[src/sv/rotd_pkg.sv]
// rotd_pkg: shared types and constants for the relocation offset table decoder
// no dependencies; used by every module of the block

package rotd_pkg;

    localparam int ADDR_WIDTH = 32;

    localparam logic [7:0] VAL6_MASK = 8'h3F;

    localparam logic [1:0] LEFT_MID  = 2'd1;
    localparam logic [1:0] LEFT_LONG = 2'd3;

    typedef enum logic [1:0] {
        TAG_END   = 2'b00,
        TAG_SHORT = 2'b01,
        TAG_MID   = 2'b10,
        TAG_LONG  = 2'b11
    } tag_t;

    typedef struct packed {
        logic [7:0] table_byte;
        logic       table_start;
    } item_t;

    typedef struct packed {
        logic [31:0] location_offset;
        logic [31:0] fixup_address;
        logic        table_end;
    } res_t;

endpackage

[src/sv/rotd_in_stage.sv]
// rotd_in_stage: input register holding one table byte item
// depends on rotd_pkg

module rotd_in_stage
(
    input  logic           clk,
    input  logic           rst_n,
    input  logic           in_valid,
    output logic           in_ready,
    input  logic [7:0]     table_byte,
    input  logic           table_start,
    input  logic           take,
    output logic           item_valid,
    output rotd_pkg::item_t item
);

    logic            vld_reg;
    logic            vld_next;
    rotd_pkg::item_t item_reg;
    logic            accept;

    assign in_ready = !vld_reg || take;
    assign accept   = in_valid && in_ready;

    always_comb
    begin
        if (accept)
        begin
            vld_next = 1'b1;
        end
        else if (take)
        begin
            vld_next = 1'b0;
        end
        else
        begin
            vld_next = vld_reg;
        end
    end

    always_ff @(posedge clk or negedge rst_n)
    begin
        if (!rst_n)
        begin
            vld_reg <= 1'b0;
        end
        else
        begin
            vld_reg <= vld_next;
        end
    end

    always_ff @(posedge clk)
    begin
        if (accept)
        begin
            item_reg.table_byte  <= table_byte;
            item_reg.table_start <= table_start;
        end
    end

    assign item_valid = vld_reg;
    assign item       = item_reg;

endmodule

[src/sv/rotd_decode.sv]
// rotd_decode: entry assembly, running location and fixup address
// depends on rotd_pkg; fed by rotd_in_stage, drains into rotd_out_stage

module rotd_decode #(
    parameter int ADDR_WIDTH = rotd_pkg::ADDR_WIDTH
)
(
    input  logic            clk,
    input  logic            rst_n,
    input  logic            cfg_valid,
    output logic            cfg_ready,
    input  logic [31:0]     data_base,
    input  logic            item_valid,
    input  rotd_pkg::item_t item,
    input  logic            take,
    output logic            emit,
    output rotd_pkg::res_t  res
);

    logic [ADDR_WIDTH-1:0] loc_reg;
    logic [ADDR_WIDTH-1:0] loc_next;
    logic [ADDR_WIDTH-1:0] fix_reg;
    logic [ADDR_WIDTH-1:0] fix_next;
    logic [31:0]           base_reg;
    logic [29:0]           part_reg;
    logic [29:0]           part_next;
    logic [1:0]            left_reg;
    logic [1:0]            left_next;
    logic                  done_reg;
    logic                  done_next;

    logic [ADDR_WIDTH-1:0] eff_loc;
    logic [ADDR_WIDTH-1:0] eff_fix;
    logic [29:0]           eff_part;
    logic [1:0]            eff_left;
    logic                  eff_done;
    logic [29:0]           shifted;
    logic [1:0]            left_dec;
    logic [29:0]           add_val;
    logic [ADDR_WIDTH-1:0] step;
    logic                  finish;
    logic                  is_end;
    rotd_pkg::tag_t        tag;
    logic                  cfg_wr;

    assign cfg_ready = !item_valid;
    assign cfg_wr    = cfg_valid && cfg_ready;

    always_comb
    begin
        eff_loc  = item.table_start ? '0 : loc_reg;
        eff_fix  = item.table_start ? ADDR_WIDTH'(base_reg) : fix_reg;
        eff_part = item.table_start ? '0 : part_reg;
        eff_left = item.table_start ? '0 : left_reg;
        eff_done = item.table_start ? 1'b0 : done_reg;
        shifted  = {eff_part[21:0], item.table_byte};
        left_dec = eff_left - 2'd1;
        tag      = rotd_pkg::tag_t'(item.table_byte[7:6]);

        part_next = eff_part;
        left_next = eff_left;
        done_next = eff_done;
        add_val   = '0;
        finish    = 1'b0;
        is_end    = 1'b0;

        if (eff_done)
        begin
            // bytes past the terminator are dropped
        end
        else if (eff_left != 2'd0)
        begin
            part_next = shifted;
            left_next = left_dec;
            if (left_dec == 2'd0)
            begin
                finish  = 1'b1;
                add_val = shifted;
            end
        end
        else
        begin
            case (tag)
                rotd_pkg::TAG_END:
                begin
                    done_next = 1'b1;
                    is_end    = 1'b1;
                end
                rotd_pkg::TAG_SHORT:
                begin
                    finish  = 1'b1;
                    add_val = 30'(item.table_byte & rotd_pkg::VAL6_MASK);
                end
                rotd_pkg::TAG_MID:
                begin
                    part_next = 30'(item.table_byte & rotd_pkg::VAL6_MASK);
                    left_next = rotd_pkg::LEFT_MID;
                end
                rotd_pkg::TAG_LONG:
                begin
                    part_next = 30'(item.table_byte & rotd_pkg::VAL6_MASK);
                    left_next = rotd_pkg::LEFT_LONG;
                end
                default:
                begin
                    part_next = 30'(item.table_byte & rotd_pkg::VAL6_MASK);
                    left_next = rotd_pkg::LEFT_LONG;
                end
            endcase
        end

        step     = ADDR_WIDTH'({add_val, 2'b00});
        loc_next = eff_loc + step;
        fix_next = eff_fix + step;

        emit                = finish || is_end;
        res.location_offset = 32'(loc_next);
        res.fixup_address   = 32'(fix_next);
        res.table_end       = is_end;
    end

    always_ff @(posedge clk or negedge rst_n)
    begin
        if (!rst_n)
        begin
            loc_reg  <= '0;
            fix_reg  <= '0;
            base_reg <= '0;
            part_reg <= '0;
            left_reg <= '0;
            done_reg <= 1'b0;
        end
        else if (cfg_wr)
        begin
            base_reg <= data_base;
            fix_reg  <= loc_reg + ADDR_WIDTH'(data_base);
        end
        else if (take)
        begin
            loc_reg  <= loc_next;
            fix_reg  <= fix_next;
            part_reg <= part_next;
            left_reg <= left_next;
            done_reg <= done_next;
        end
    end

    a_fix_tracks_loc: assert property (@(posedge clk) disable iff (!rst_n)
        fix_reg == loc_reg + ADDR_WIDTH'(base_reg))
        else $error("fixup address out of step with location");

    a_quiet_after_end: assert property (@(posedge clk) disable iff (!rst_n)
        take && !item.table_start && done_reg |-> !emit)
        else $error("result after table end");

    a_end_sets_done: assert property (@(posedge clk) disable iff (!rst_n)
        take && emit && res.table_end |=> done_reg)
        else $error("terminator did not close table");

endmodule

[src/sv/rotd_out_stage.sv]
// rotd_out_stage: result register and pipeline advance control
// depends on rotd_pkg; takes results from rotd_decode

module rotd_out_stage
(
    input  logic           clk,
    input  logic           rst_n,
    input  logic           src_valid,
    input  logic           emit,
    input  rotd_pkg::res_t res,
    output logic           take,
    output logic           out_valid,
    input  logic           out_ready,
    output logic [31:0]    location_offset,
    output logic [31:0]    fixup_address,
    output logic           table_end
);

    logic           vld_reg;
    logic           vld_next;
    rotd_pkg::res_t res_reg;
    logic           load;

    assign take = src_valid && (!vld_reg || out_ready);
    assign load = take && emit;

    always_comb
    begin
        if (load)
        begin
            vld_next = 1'b1;
        end
        else if (out_ready)
        begin
            vld_next = 1'b0;
        end
        else
        begin
            vld_next = vld_reg;
        end
    end

    always_ff @(posedge clk or negedge rst_n)
    begin
        if (!rst_n)
        begin
            vld_reg <= 1'b0;
        end
        else
        begin
            vld_reg <= vld_next;
        end
    end

    always_ff @(posedge clk)
    begin
        if (load)
        begin
            res_reg <= res;
        end
    end

    assign out_valid       = vld_reg;
    assign location_offset = res_reg.location_offset;
    assign fixup_address   = res_reg.fixup_address;
    assign table_end       = res_reg.table_end;

endmodule

[src/sv/relocation_offset_table_decoder_top.sv]
// relocation_offset_table_decoder_top: byte-wise relocation offset table decoder
// depends on rotd_pkg, rotd_in_stage, rotd_decode, rotd_out_stage
//
// channel   handshake             payload
// input     in_valid / in_ready   table_byte, table_start
// result    out_valid / out_ready location_offset, fixup_address, table_end
// config    cfg_valid / cfg_ready data_base
//
// one byte per cycle when results are not stalled; path: input register, then result register
// the location and fixup adders in the decode stage set the cycle time
// reset clears location, entry assembly, end mark and data base
// a stalled result holds the decode stage and the input register, even for bytes with no result
// config writes wait until the input register is empty

module relocation_offset_table_decoder_top #(
    parameter int ADDR_WIDTH = rotd_pkg::ADDR_WIDTH
)
(
    input  logic        clk,
    input  logic        rst_n,
    input  logic        in_valid,
    output logic        in_ready,
    input  logic [7:0]  table_byte,
    input  logic        table_start,
    output logic        out_valid,
    input  logic        out_ready,
    output logic [31:0] location_offset,
    output logic [31:0] fixup_address,
    output logic        table_end,
    input  logic        cfg_valid,
    output logic        cfg_ready,
    input  logic [31:0] data_base
);

    logic            item_valid;
    rotd_pkg::item_t item;
    logic            take;
    logic            emit;
    rotd_pkg::res_t  res;

    rotd_in_stage u_in_stage (
        .clk         (clk),
        .rst_n       (rst_n),
        .in_valid    (in_valid),
        .in_ready    (in_ready),
        .table_byte  (table_byte),
        .table_start (table_start),
        .take        (take),
        .item_valid  (item_valid),
        .item        (item)
    );

    rotd_decode #(
        .ADDR_WIDTH (ADDR_WIDTH)
    ) u_decode (
        .clk        (clk),
        .rst_n      (rst_n),
        .cfg_valid  (cfg_valid),
        .cfg_ready  (cfg_ready),
        .data_base  (data_base),
        .item_valid (item_valid),
        .item       (item),
        .take       (take),
        .emit       (emit),
        .res        (res)
    );

    rotd_out_stage u_out_stage (
        .clk             (clk),
        .rst_n           (rst_n),
        .src_valid       (item_valid),
        .emit            (emit),
        .res             (res),
        .take            (take),
        .out_valid       (out_valid),
        .out_ready       (out_ready),
        .location_offset (location_offset),
        .fixup_address   (fixup_address),
        .table_end       (table_end)
    );

endmodule

[config.mk]
export PLATFORM = sky130hd
export DESIGN_NAME = relocation_offset_table_decoder_top
export DESIGN_NICKNAME = d
export VERILOG_FILES = /design/src/sv/rotd_pkg.sv /design/src/sv/rotd_in_stage.sv /design/src/sv/rotd_decode.sv /design/src/sv/rotd_out_stage.sv /design/src/sv/relocation_offset_table_decoder_top.sv
export SDC_FILE = /design/constraint.sdc
export NUM_CORES = 1
export LEC_CHECK = 0
export BUFFER_PORTS_ARGS = -buffer_cell sky130_fd_sc_hd__buf_2
export CAP_MARGIN = 20
export CORE_UTILIZATION = 56
export CTS_BUF_LIST = sky130_fd_sc_hd__clkbuf_16
export CTS_CLUSTER_SIZE = 25
export DETAILED_ROUTE_END_ITERATION = 10
export PLACE_DENSITY = 0.76
export SYNTH_ARGS = -nofsm -noshare
export SYNTH_HDL_FRONTEND = slang
export SYNTH_SLANG_ARGS = --single-unit
[constraint.sdc]
create_clock -name clk -period 9.9 [get_ports clk]
set_clock_uncertainty 0.1 [all_clocks]
set_input_delay 0.495 -clock clk [delete_from_list [all_inputs] [get_ports clk]]
set_output_delay 0.495 -clock clk [all_outputs]
set_load 0.01 [all_outputs]
### Word-level counts from Yosys, hierarchy flattened

Index checks and enable logic that the tools add are counted.

| storage, ports and cells | value |
|---|---|
| register bits after elaboration | 205 |
| bits of input ports | 46 |
| output and inout port bits | 68 |
| word-level logic and storage cells | 67 |

| cells by class | value |
|---|---|
| $add $sub $neg | 4 |
| equal/unequal tests | 3 |
| multiplexer cells | 29 |
| bitwise logic cells | 1 |
| reduce and logical (&&, ||, !) cells | 17 |

Operator list:

| cell | number |
|---|---|
| 30-bit 2-to-1 mux | 7 |
| 32-bit 2-to-1 mux | 4 |
| 32-bit adder | 3 |
| 1-bit 2-to-1 mux | 13 |
| 2-bit nonzero test | 4 |
| 2-bit 2-to-1 mux | 3 |
| 6-bit 2-to-1 mux | 1 |
| 2-bit equality test, second input constant | 2 |
| 1-bit logical AND | 4 |
| 2-bit logical NOT | 2 |
| 2-bit one-hot mux with 2 select lines | 1 |
| 1-bit logical OR | 3 |
| 2-bit by 1-bit equality test with 1-bit output, second input constant | 1 |
| 1-bit logical NOT | 2 |
| 2-bit AND reduction | 1 |
| 2-bit OR reduction | 1 |
| 2-bit by 1-bit subtractor with 2-bit output, second input constant | 1 |
| 1-bit NOT | 1 |

### Longest topological paths before layout

Gate-level depths: netlist (run 1).

| depth | value |
|---|---|
| word-level depth | 9 |
| gate-level depth with buffers | 19 |

### By module

Synthesis (run 1) repeated with hierarchy kept, for this count alone.

| second synthesis, totals | value |
|---|---|
| cells, all modules | 1342 |
| area, all modules | 12848.6 µm² |

Modules (own cells, without submodules):

| module | times used | cells an instance | area an instance (µm²) | seq. area each (µm²) |
|---|---|---|---|---|
| rotd_decode | 1 | 1258 | 10503.8 | 3027.9 |
| rotd_out_stage | 1 | 71 | 2020.7 | 1976.9 |
| rotd_in_stage | 1 | 13 | 324.1 | 295.3 |

### Worst setup path after synthesis (run 1)

No wires, ideal clock.

| timing path | value |
|---|---|
| path type | input -> register |
| start point | input out_ready |
| end point | register u_out_stage.res_reg (netlist bit u_out_stage.fixup_address[0]), enable pin |
| setup time | 0.511 ns |
| arrival time | 4.418 ns |
| data required time | 9.289 ns |
| path slack | 4.871 ns |
| stages | 5 |
| buffers on the path | 1 |
| cells stage by stage | inv_1 a21oi_1 clkbuf_1 nand2_1 a21oi_1 |

| between the ends | value |
|---|---|
| cells in the longest elaborated chain, start to end | 3 |

RTL lines:

| what | line | source |
|---|---|---|
| start, declared | relocation_offset_table_decoder_top.sv:26 | `input logic out_ready,` |
| 1-bit logical OR | rotd_out_stage.sv:24 | `assign take = src_valid && (!vld_reg \|\| out_ready);` |
| 1-bit logical AND | rotd_out_stage.sv:24 |  |
| 1-bit logical AND | rotd_out_stage.sv:25 | `assign load = take && emit;` |
| named net u_out_stage.load | rotd_out_stage.sv:22 | `logic load;` |
| end signal, assigned | rotd_out_stage.sv:59 | `res_reg <= res;` |
| end, declared | rotd_out_stage.sv:21 | `rotd_pkg::res_t res_reg;` |

The timed path passes the listed nets, and every way through them passes these cells.
A chain may end at the register's enable or synchronous reset.

==> flow_summary.json, run 1 <==
{
  "outcome": "finished, violations left",
  "violations": "design-rule violations, negative hold slack",
  "ant_nets": 0,
  "drcViolationCount": 9,
  "path_class": "flip-flop to flip-flop",
  "slew_headroom_pct": 39.1,
  "hold_ws_ns": -0.0353,
  "antenna_found_initial": 0,
  "drt_iter0_markers": 1159,
  "hpwl_um": 24600,
  "endpoint_kind": "flip-flop",
  "synth_common_cells": "nand2_1, dfrtp_1, ha_1",
  "avgRoutedWirePerCell_um": 20.0,
  "netSwitchingPower_mw": 1.24,
  "port_buffers": 113,
  "die_h_um": 152,
  "drtPass1Iterations": 9,
  "dieArea_um2": 23200,
  "synth_top_cell_by_area": "dfrtp_1",
  "p_leak_nw": 6.77,
  "p_int_mw": 1.93,
  "post-cts-setup-buffers": 0,
  "vias": 10684,
  "max_freq_ghz": 0.205,
  "initial_utilization_pct": 57.6,
  "grt_pass1_wl_um": 54800,
  "worstPathRequired_ns": 10.00,
  "cts_resized": 0,
  "switching_share_pct": 39.0,
  "clock_sinks": 197,
  "clk_pin_slew_ns": 0.08,
  "ios": 114,
  "rows": 54,
  "area_growth_pct": 11.6,
  "seq_area_frac_synth_pct": 41.9,
  "critPathBufInv": 4,
  "cpLargestDelayFamily": "compound AO/OA/AOI/OAI gates",
  "cts_buffers": 17,
  "synth_ff_type": "dfrtp_1",
  "maxCapViolCount": 0,
  "p_comb_share_pct": 38.3,
  "grt_max_degree": 76,
  "drive_gt1_share_pct": 15.5,
  "fin_nets": 1555,
  "ff_latch_area_um2": 5300,
  "antenna_cells": 0,
  "routabilityCongestion": 0.958,
  "tightest_slew_ns": 0.912,
  "avgSynthCellArea_um2": 9.48,
  "track_usage_pct": 30.0,
  "fin_setup_tns_ns": 0,
  "setup_viol": 0,
  "irDropWorstVdd_mv": 0.138,
  "slew_viol_final": 0,
  "cts_root_buf": "clkbuf_16",
  "yosysMostFrequentCell": "nand2_1",
  "clk_latency_ns": 0.45,
  "synth_nets": 1467,
  "netlist.area_leader.share_pct": 24.3,
  "synth_edf_count": 74,
  "arrival_ns": 4.99,
  "hold_buffers": 0,
  "multi_input_area_um2": 7060,
  "clockBufferDepth": 2,
  "slowest_delay_ns": 0.65,
  "synth_area_leaders": "dfrtp_1, edfxtp_1, ha_1",
  "fp.dieW_um": 152,
  "fin_crit_sh_pct": 49.3,
  "period_needed_ns": 4.88,
  "synth_area_um2": 12600,
  "rsz0062_at_grt": "false",
  "synthArstFlopShare_pct": 62.4,
  "seq_power_share_pct": 38.9,
  "ys_warn_count": 0,
  "synth-seq-cells": 197,
  "grt_pass1_vias": 10148,
  "cp_slowest_cell": "buf_4",
  "synth.distinct_cells": 69,
  "vias_per_cell": 6.23,
  "p_per_area_nw_per_um2": 225,
  "core_um2": 22000,
  "crit_fanout": 61,
  "fillCellCount": 1791,
  "cp-start-kind": "flip-flop",
  "hold_viol": 26,
  "clockPowerShare_pct": 22.8,
  "netlist_instances": 1334,
  "grt_overflow": 0,
  "cp_cell_sequence": "buf_4 > buf_4 > inv_1 > nand2_1 > nor3_1 > buf_4 > and2_1 > ha_1 > a21o_1 > a21o_1 > a21o_1 > a21o_1 > a21oi_1 > o21ai_0 > o21ai_0 > nand2b_1 > a2111o_1 > o2111a_1",
  "critPathMostFrequentCell": "a21o_1",
  "h-tree-depth": 4,
  "routed_wl_um": 34300,
  "cts_tree": "yes",
  "worstHoldPathType": "input pin to async pin"
}
## stage by stage
| stage | setup slack [ns] | area [µm²] | power, mW | utilization, % | instances |
|---|---|---|---|---|---|
| 2_1_floorplan | 4.87 | 12600 | 2.06 | - | 1334 |
| 3_3_place_gp | 5.19 | 13500 | 2.41 | 61.4 | 1682 |
| 3_5_place_dp | 5.05 | 13500 | 2.43 | 61.4 | 1682 |
| 4_1_cts | 5.06 | 14100 | 3.15 | 64.1 | 1714 |
| 5_1_grt | 4.70 | 14100 | 3.34 | 64.3 | 1715 |
| 6_report | 5.02 | 14100 | 3.17 | 64.3 | 1715 |
## worst paths after layout
path | startpoint | end | slack, ns | cells after the start
worst max-delay path | u_in_stage.item[0] | u_out_stage.location_offset[25] | 5.02 | 18
worst min-delay path | rst_n | u_decode.fix_reg[13] | -0.04 | 1
worst max register to register | u_in_stage.item[0] | u_out_stage.location_offset[25] | 5.02 | 18
worst min register to register | u_decode.base_reg[0] | u_decode.base_reg[0] | 0.38 | 2
max in group asynchronous | rst_n | u_decode.part_reg[16] | 8.64 | 3
min in group clk | table_byte[6] | u_in_stage.item[7] | 0.12 | 1
## layout make-up
| cell class | count | area share [%] |
|---|---|---|
| multi-input cells | 1051 | 50.0 |
| flip-flops and latches | 197 | 37.6 |
| repair buffers | 125 | 4.81 |
| clock buffers | 17 | 3.01 |
| well taps | 280 | 2.48 |
| clock inverters | 15 | 1.29 |
| inverters | 30 | 0.798 |
## power groups by stage
stage	clock network [mW]	registers (mW)	logic [mW]
after floorplan	0	1.23	0.837
after global placement	0	1.24	1.17
after detailed placement	0	1.24	1.19
after CTS	0.727	1.23	1.20
after global routing	0.760	1.25	1.33
final	0.721	1.23	1.22
## cells in the final DEF, fill, tap and decap left out, types with 7 or more instances in the layout
cell type  count
ha_1          86
xor2_1        34
and2_1        34
nor2_1        60
o21bai_1      13
nand4_1        7
a211o_1        7
o31ai_1        9
a221o_1       16
nand2_1      215
mux2_2        39
o21a_1        12
o21ai_0       76
buf_2        112
o21ai_1        8
a21o_1        51
nor3_1        16
clkbuf_16     17
edfxtp_1      74
dfrtp_1      123
nor2b_1       41
buf_4         12
nand2b_1       9
a22o_1         7
and3_1        21
a211oi_1       7
o211ai_1       8
xnor2_1       48
a21oi_1       80
a22oi_1       27
inv_1         30
nand3_1       29
a31oi_1       16
## layer usage
layer | up-vias | GRT usage (%) | wire, µm
li1 | 5026 | - | -
met1 | 5132 | 43.6 | 15800
met2 | 461 | 46.2 | 15300
met3 | 65 | 4.32 | 2350
met4 | 0 | 10.1 | 804
met5 | - | 0 | 0
## cells by family (layout without fill, tap and decap cells)
| family | Yosys count | after routing | synth area share, % |
|---|---|---|---|
| DFF | 197 | 197 | 41.9 |
| xor gates and xnor gates | 83 | 83 | 5.81 |
| buffers and inverters | 86 | 187 | 2.65 |
| muxes | 45 | 45 | 4.03 |
| and+or+nand+nor | 455 | 455 | 16.8 |
| adders and majority gates | 87 | 87 | 8.66 |
| AOI/OAI and AO/OA | 381 | 381 | 20.2 |
(Power assumes the default switching activity.)
==> inputs of run 2 (changes only) <==
==> constraint.sdc (replaced) <==
create_clock -name clk -period 4.8 [get_ports clk]
set_clock_uncertainty 0.1 [all_clocks]
set_input_delay 0.24 -clock clk [delete_from_list [all_inputs] [get_ports clk]]
set_output_delay 0.24 -clock clk [all_outputs]
set_load 0.01 [all_outputs]
==> run 2 against run 1 <==
Via count grew 1.2%. Critical endpoint is now u_decode.fix_reg[27]. Wire length grew 2.7%. Utilization is 1.9 points higher. Sequential cell count stayed put. The run ends with design-rule violations left. Setup slack lost 4.5 ns. Sequential share of layout area decreased by 1.1 points. Clock-buffer cell count unchanged.
==> flow_summary.json, run 2 (synthesis results as in run 1) <==
{
  "fin_setup_tns_ns": 0,
  "rsz0062_at_grt": "false",
  "antenna_found_initial": 0,
  "cpLargestDelayFamily": "simple AND/OR/NAND/NOR gates",
  "cp-start-kind": "flip-flop",
  "hold_viol": 0,
  "core_um2": 22000,
  "vias_per_cell": 6.14,
  "critPathBufInv": 2,
  "area_growth_pct": 14.9,
  "slowest_delay_ns": 0.45,
  "drcViolationCount": 7,
  "antenna_cells": 0,
  "worstPathRequired_ns": 5.02,
  "routabilityCongestion": 1.01,
  "slew_headroom_pct": 39.0,
  "reg2reg_depth": 16,
  "grt_pass1_wl_um": 56200,
  "drive_gt1_share_pct": 15.1,
  "drtPass1Iterations": 8,
  "layout_commonest_cell": "nand2_1",
  "cts_tree": "yes",
  "dieArea_um2": 23200,
  "slew_viol_final": 0,
  "h-tree-depth": 4,
  "p_per_area_nw_per_um2": 454,
  "grt_overflow": 0,
  "grt_max_degree": 68,
  "finalNonFillerCells": 1761,
  "final_cell_mix": "nand2_1, dfrtp_1, buf_2, ha_1, a21oi_1",
  "cp_cell_sequence": "inv_1 > nand2_1 > nor3_1 > buf_4 > and2_1 > ha_1 > a21o_1 > a21o_1 > a21oi_1 > and3_1 > nand4_1 > nand2_1 > o21ai_0 > a211oi_1 > nor2_1 > a221o_1",
  "cts_resized": 0,
  "clockBufferDepth": 2,
  "clk_latency_ns": 0.45,
  "fin_nets": 1601,
  "routed_wl_um": 35300,
  "worstHoldPathType": "input pin to flip-flop",
  "worstSetupPathDepth": 16,
  "crit_fanout": 19,
  "clk_pin_slew_ns": 0.07,
  "irDropWorstVdd_mv": 0.308,
  "violations": "design-rule violations",
  "fin_crit_sh_pct": 89.1,
  "drt_iter0_markers": 1199,
  "arrival_ns": 4.50,
  "outcome": "finished, violations left",
  "worst_hold_path.num_cells": 3,
  "maxCapViolCount": 0,
  "rows": 54,
  "cts_buffers": 17,
  "endpoint_kind": "flip-flop",
  "avgRoutedWirePerCell_um": 20.0,
  "ios": 114,
  "max_freq_ghz": 0.234,
  "hold_ws_ns": 0.0506,
  "fillCellCount": 1730,
  "vias": 10814,
  "clock_sinks": 197,
  "grt_pass1_vias": 10447,
  "dp_cells": 1687,
  "track_usage_pct": 31.0,
  "port_buffers": 113,
  "fp.dieW_um": 152,
  "setup_viol": 0,
  "initial_utilization_pct": 57.6,
  "ant_nets": 0,
  "post-cts-setup-buffers": 0,
  "path_class": "flip-flop to flip-flop",
  "hpwl_um": 25500,
  "period_needed_ns": 4.28,
  "cts_root_buf": "clkbuf_16",
  "hold_buffers": 42,
  "cp_slowest_cell": "edfxtp_1",
  "tightest_slew_ns": 0.912,
  "p_leak_nw": 6.95,
  "die_h_um": 152
}
-- run 2: routing by layer --
| metal | global-route usage (%) | vias up | part of all wire (%) |
|---|---|---|---|
| li1 | - | 5105 | - |
| met1 | 43.8 | 5201 | 45 |
| met2 | 48.5 | 446 | 45 |
| met3 | 5.66 | 62 | 7.7 |
| met4 | 9.38 | 0 | 2.1 |
| met5 | 0 | - | 0 |
-- run 2: worst paths after layout --
check | from | endpoint | slack, ns
setup / recovery | u_in_stage.item[0] | u_decode.fix_reg[27] | 0.52
hold reg to reg | u_decode.base_reg[27] | u_decode.base_reg[27] | 0.38
hold / removal | out_ready | u_out_stage.out_valid | 0.05
max in group asynchronous | rst_n | u_decode.fix_reg[1] | 3.39
min in group asynchronous | rst_n | u_decode.loc_reg[13] | 0.08
setup reg to reg | u_in_stage.item[0] | u_decode.fix_reg[27] | 0.52
-- run 2: worst min-delay path, cell delays in order --
cell and delay (ns):
buf_2 0.07, inv_1 0.08, a21o_1 0.16
-- run 2: report_power, final --
group / internal (mW) / switching (mW) / total (mW)
Clock: 0.827 / 0.684 / 1.51
Sequential: 2.25 / 0.282 / 2.54
Combinational: 1.01 / 1.54 / 2.55
Total: 4.09 / 2.50 / 6.59
-- run 2: layout make-up --
type / count / area [µm²] / share of cell area (%)
inverters: 30 / 113 / 0.775
multi-input cells: 1051 / 7060 / 48.6
well taps: 280 / 350 / 2.41
clock inverters: 15 / 180 / 1.24
repair buffers: 171 / 1110 / 7.63
flip-flops and latches: 197 / 5300 / 36.5
clock buffers: 17 / 425 / 2.93
-- run 2: metrics by stage --
stage / utilization [%] / worst slack, ns / total power, mW / area [µm²]
floorplan: - / 0.866 / 4.25 / 12700
global placement: 61.5 / 0.710 / 4.97 / 13500
detailed placement: 61.5 / 0.670 / 5.02 / 13500
CTS: 66.2 / 0.630 / 6.57 / 14500
global route: 66.2 / 0.196 / 6.93 / 14500
finish: 66.2 / 0.523 / 6.59 / 14500
==> inputs of run 3 (changes only) <==
--- a/config.mk
+++ b/config.mk
@@ -5,7 +5,7 @@
 export SDC_FILE = /design/constraint.sdc
 export NUM_CORES = 1
 export LEC_CHECK = 0
-export BUFFER_PORTS_ARGS = -buffer_cell sky130_fd_sc_hd__buf_2
+export BUFFER_PORTS_ARGS = -buffer_cell sky130_fd_sc_hd__buf_4
 export CAP_MARGIN = 20
 export CORE_UTILIZATION = 56
 export CTS_BUF_LIST = sky130_fd_sc_hd__clkbuf_16
@@ -14,4 +14,5 @@
 export PLACE_DENSITY = 0.76
 export SYNTH_ARGS = -nofsm -noshare
 export SYNTH_HDL_FRONTEND = slang
+export SYNTH_HIERARCHICAL = 1
 export SYNTH_SLANG_ARGS = --single-unit
==> run 3 against run 2 <==
The run now ends clean. Register-to-register slack better by 0.02 ns. Critical path depth decreased by 2. Global-route usage is 1.4 points lower. Die area rose by 1.5%. Utilization is 0.30 points higher. Largest cell class unchanged. Hold slack got worse by 0.038 ns. Clock power is essentially flat. Design area rose by 3.3%. Fmax is 0.40% higher. Via count shrank 1.3%.
==> flow_summary.json, run 3 <==
{
  "antenna_cells": 0,
  "synth_area_um2": 12800,
  "avgRoutedWirePerCell_um": 19.3,
  "period_needed_ns": 4.26,
  "fp.dieW_um": 153,
  "fillCellCount": 1828,
  "clk_latency_ns": 0.45,
  "netSwitchingPower_mw": 2.94,
  "dieArea_um2": 23600,
  "clockBufferDepth": 2,
  "irDropWorstVdd_mv": 0.362,
  "avgSynthCellArea_um2": 9.57,
  "drcViolationCount": 0,
  "die_h_um": 153,
  "synth_area_leaders": "dfrtp_1, edfxtp_1, ha_1",
  "ys_warn_count": 6,
  "tightest_slew_ns": 0.939,
  "yosysMostFrequentCell": "nand2_1",
  "grt_pass1_wl_um": 54400,
  "track_usage_pct": 29.6,
  "fin_setup_tns_ns": 0,
  "p_comb_share_pct": 43.0,
  "synth.distinct_cells": 87,
  "setup_viol": 0,
  "ant_nets": 0,
  "routed_wl_um": 34100,
  "cts_root_buf": "clkbuf_16",
  "worstHoldPathType": "input pin to flip-flop",
  "slew_headroom_pct": 37.3,
  "multi_input_area_um2": 7210,
  "synthArstFlopShare_pct": 62.4,
  "dpl_worst_slack_ns": 0.624,
  "arrival_ns": 4.49,
  "hold_viol": 0,
  "maxCapViolCount": 0,
  "final_cell_mix": "nand2_1, buf_4, dfrtp_1, ha_1, a21oi_1",
  "grt_overflow": 0,
  "p_leak_nw": 7.15,
  "synth_edf_count": 74,
  "outcome": "finished, final reports clean",
  "grt_max_degree": 86,
  "rows": 55,
  "h-tree-depth": 4,
  "endpoint_kind": "flip-flop",
  "max_freq_ghz": 0.235,
  "worstPathRequired_ns": 5.03,
  "dp_cells": 1694,
  "reg2reg_depth": 14,
  "routabilityCongestion": 0.932,
  "synth_common_cells": "nand2_1, dfrtp_1, ha_1",
  "switching_share_pct": 39.0,
  "worst_hold_path.num_cells": 3,
  "netlist.area_leader.share_pct": 24.0,
  "fin_crit_sh_pct": 88.7,
  "clockPowerShare_pct": 20.4,
  "synth_nets": 1475,
  "drtPass1Iterations": 5,
  "p_per_area_nw_per_um2": 502,
  "crit_fanout": 10,
  "finalNonFillerCells": 1770,
  "antenna_found_initial": 0,
  "clk_pin_slew_ns": 0.08,
  "ff_latch_area_um2": 5300,
  "hpwl_um": 24200,
  "setup_ws_ns": 0.540,
  "ios": 114,
  "fin_nets": 1605,
  "seq_power_share_pct": 36.6,
  "cts_tree": "yes",
  "final_area_um2": 15000,
  "port_buffers": 113,
  "core_um2": 22600,
  "place_area_um2": 13900,
  "netlist_instances": 1342,
  "synth_ff_type": "dfrtp_1",
  "layout_commonest_cell": "nand2_1",
  "grt_pass1_vias": 10520,
  "vias": 10675,
  "rsz0062_at_grt": "false",
  "cp-start-kind": "flip-flop",
  "vias_per_cell": 6.03,
  "synth-seq-cells": 197,
  "area_growth_pct": 16.8,
  "drt_iter0_markers": 691,
  "cts_buffers": 17,
  "initial_utilization_pct": 56.9,
  "slew_viol_final": 0,
  "drive_gt1_share_pct": 15.7,
  "clock_sinks": 197,
  "synth_top_cell_by_area": "dfrtp_1",
  "seq_area_frac_synth_pct": 41.3,
  "p_int_mw": 4.59,
  "path_class": "flip-flop to flip-flop"
}
run 3: repair_timing:
action / CTS / global route
gates resized for setup: 0 / 0
buffers inserted: 0 / 0
hold buffers: 43 / 0
endpoints found under the hold margin: 119 / 0
run 3: worst paths after layout:
| kind | startpoint | end | slack [ns] |
|---|---|---|---|
| worst max-delay path | u_in_stage/item[8] | u_decode/loc_reg[29] | 0.54 |
| worst min-delay path | data_base[1] | u_decode/base_reg[1] | 0.01 |
| worst max register to register | u_in_stage/item[8] | u_decode/loc_reg[29] | 0.54 |
| worst min register to register | u_decode/base_reg[27] | u_decode/base_reg[27] | 0.38 |
| max in group asynchronous | rst_n | u_decode/fix_reg[8] | 3.25 |
| min in group asynchronous | rst_n | u_decode/base_reg[27] | 0.06 |
run 3: cells by family after synthesis:
group,Yosys count,synth area share [%]
AOI/OAI and AO/OA,343,18.4
xor gates and xnor gates,83,5.66
adders and majority gates,88,8.61
buffers and inverters,90,2.80
DFF,197,41.3
muxes,68,5.77
and+or+nand+nor,473,17.5
run 3: worst max-delay path: stages (launching register included):
cell	delay, ns
edfxtp_1	0.53
nand2b_4	0.23
a21oi_4	0.33
and2_1	0.23
ha_1	0.29
a21o_1	0.19
a21o_1	0.18
a21o_1	0.23
a2111oi_0	0.42
o21ai_1	0.17
a21oi_1	0.29
o21ai_1	0.19
a311oi_1	0.35
xnor2_1	0.13
mux2_2	0.28
run 3: area by class of cell:
type	instances	area share (%)
repair buffers	168	9.34
clock inverters	15	1.28
multi-input cells	1055	48.0
flip-flops and latches	197	35.3
inverters	33	0.825
well taps	285	2.38
clock buffers	17	2.83
run 3: per-stage QoR:
step	hold WS (ns)	util (%)	power, mW
after global routing	0.000334	66.5	7.96
after floorplan	-0.156	-	4.89
after CTS	0.00277	66.4	7.51
after global placement	0.319	61.7	5.85
after detailed placement	0.319	61.7	5.92
final	0.0128	66.5	7.53
run 3: power groups by stage:
stage	clock network, mW	logic [mW]	registers (mW)
floorplan	0	2.14	2.75
global placement	0	3.09	2.76
detailed placement	0	3.15	2.77
CTS	1.56	3.21	2.75
global route	1.62	3.53	2.81
finish	1.54	3.24	2.75
run 3: metal layers:
metal	up-vias	track usage [%]	share of wire, %	routed length [µm]
li1	5078	-	-	-
met1	5145	38.7	43	14700
met2	390	49.5	48	16500
met3	62	4.79	5.9	2030
met4	0	11.3	2.6	895
met5	-	0	0	0
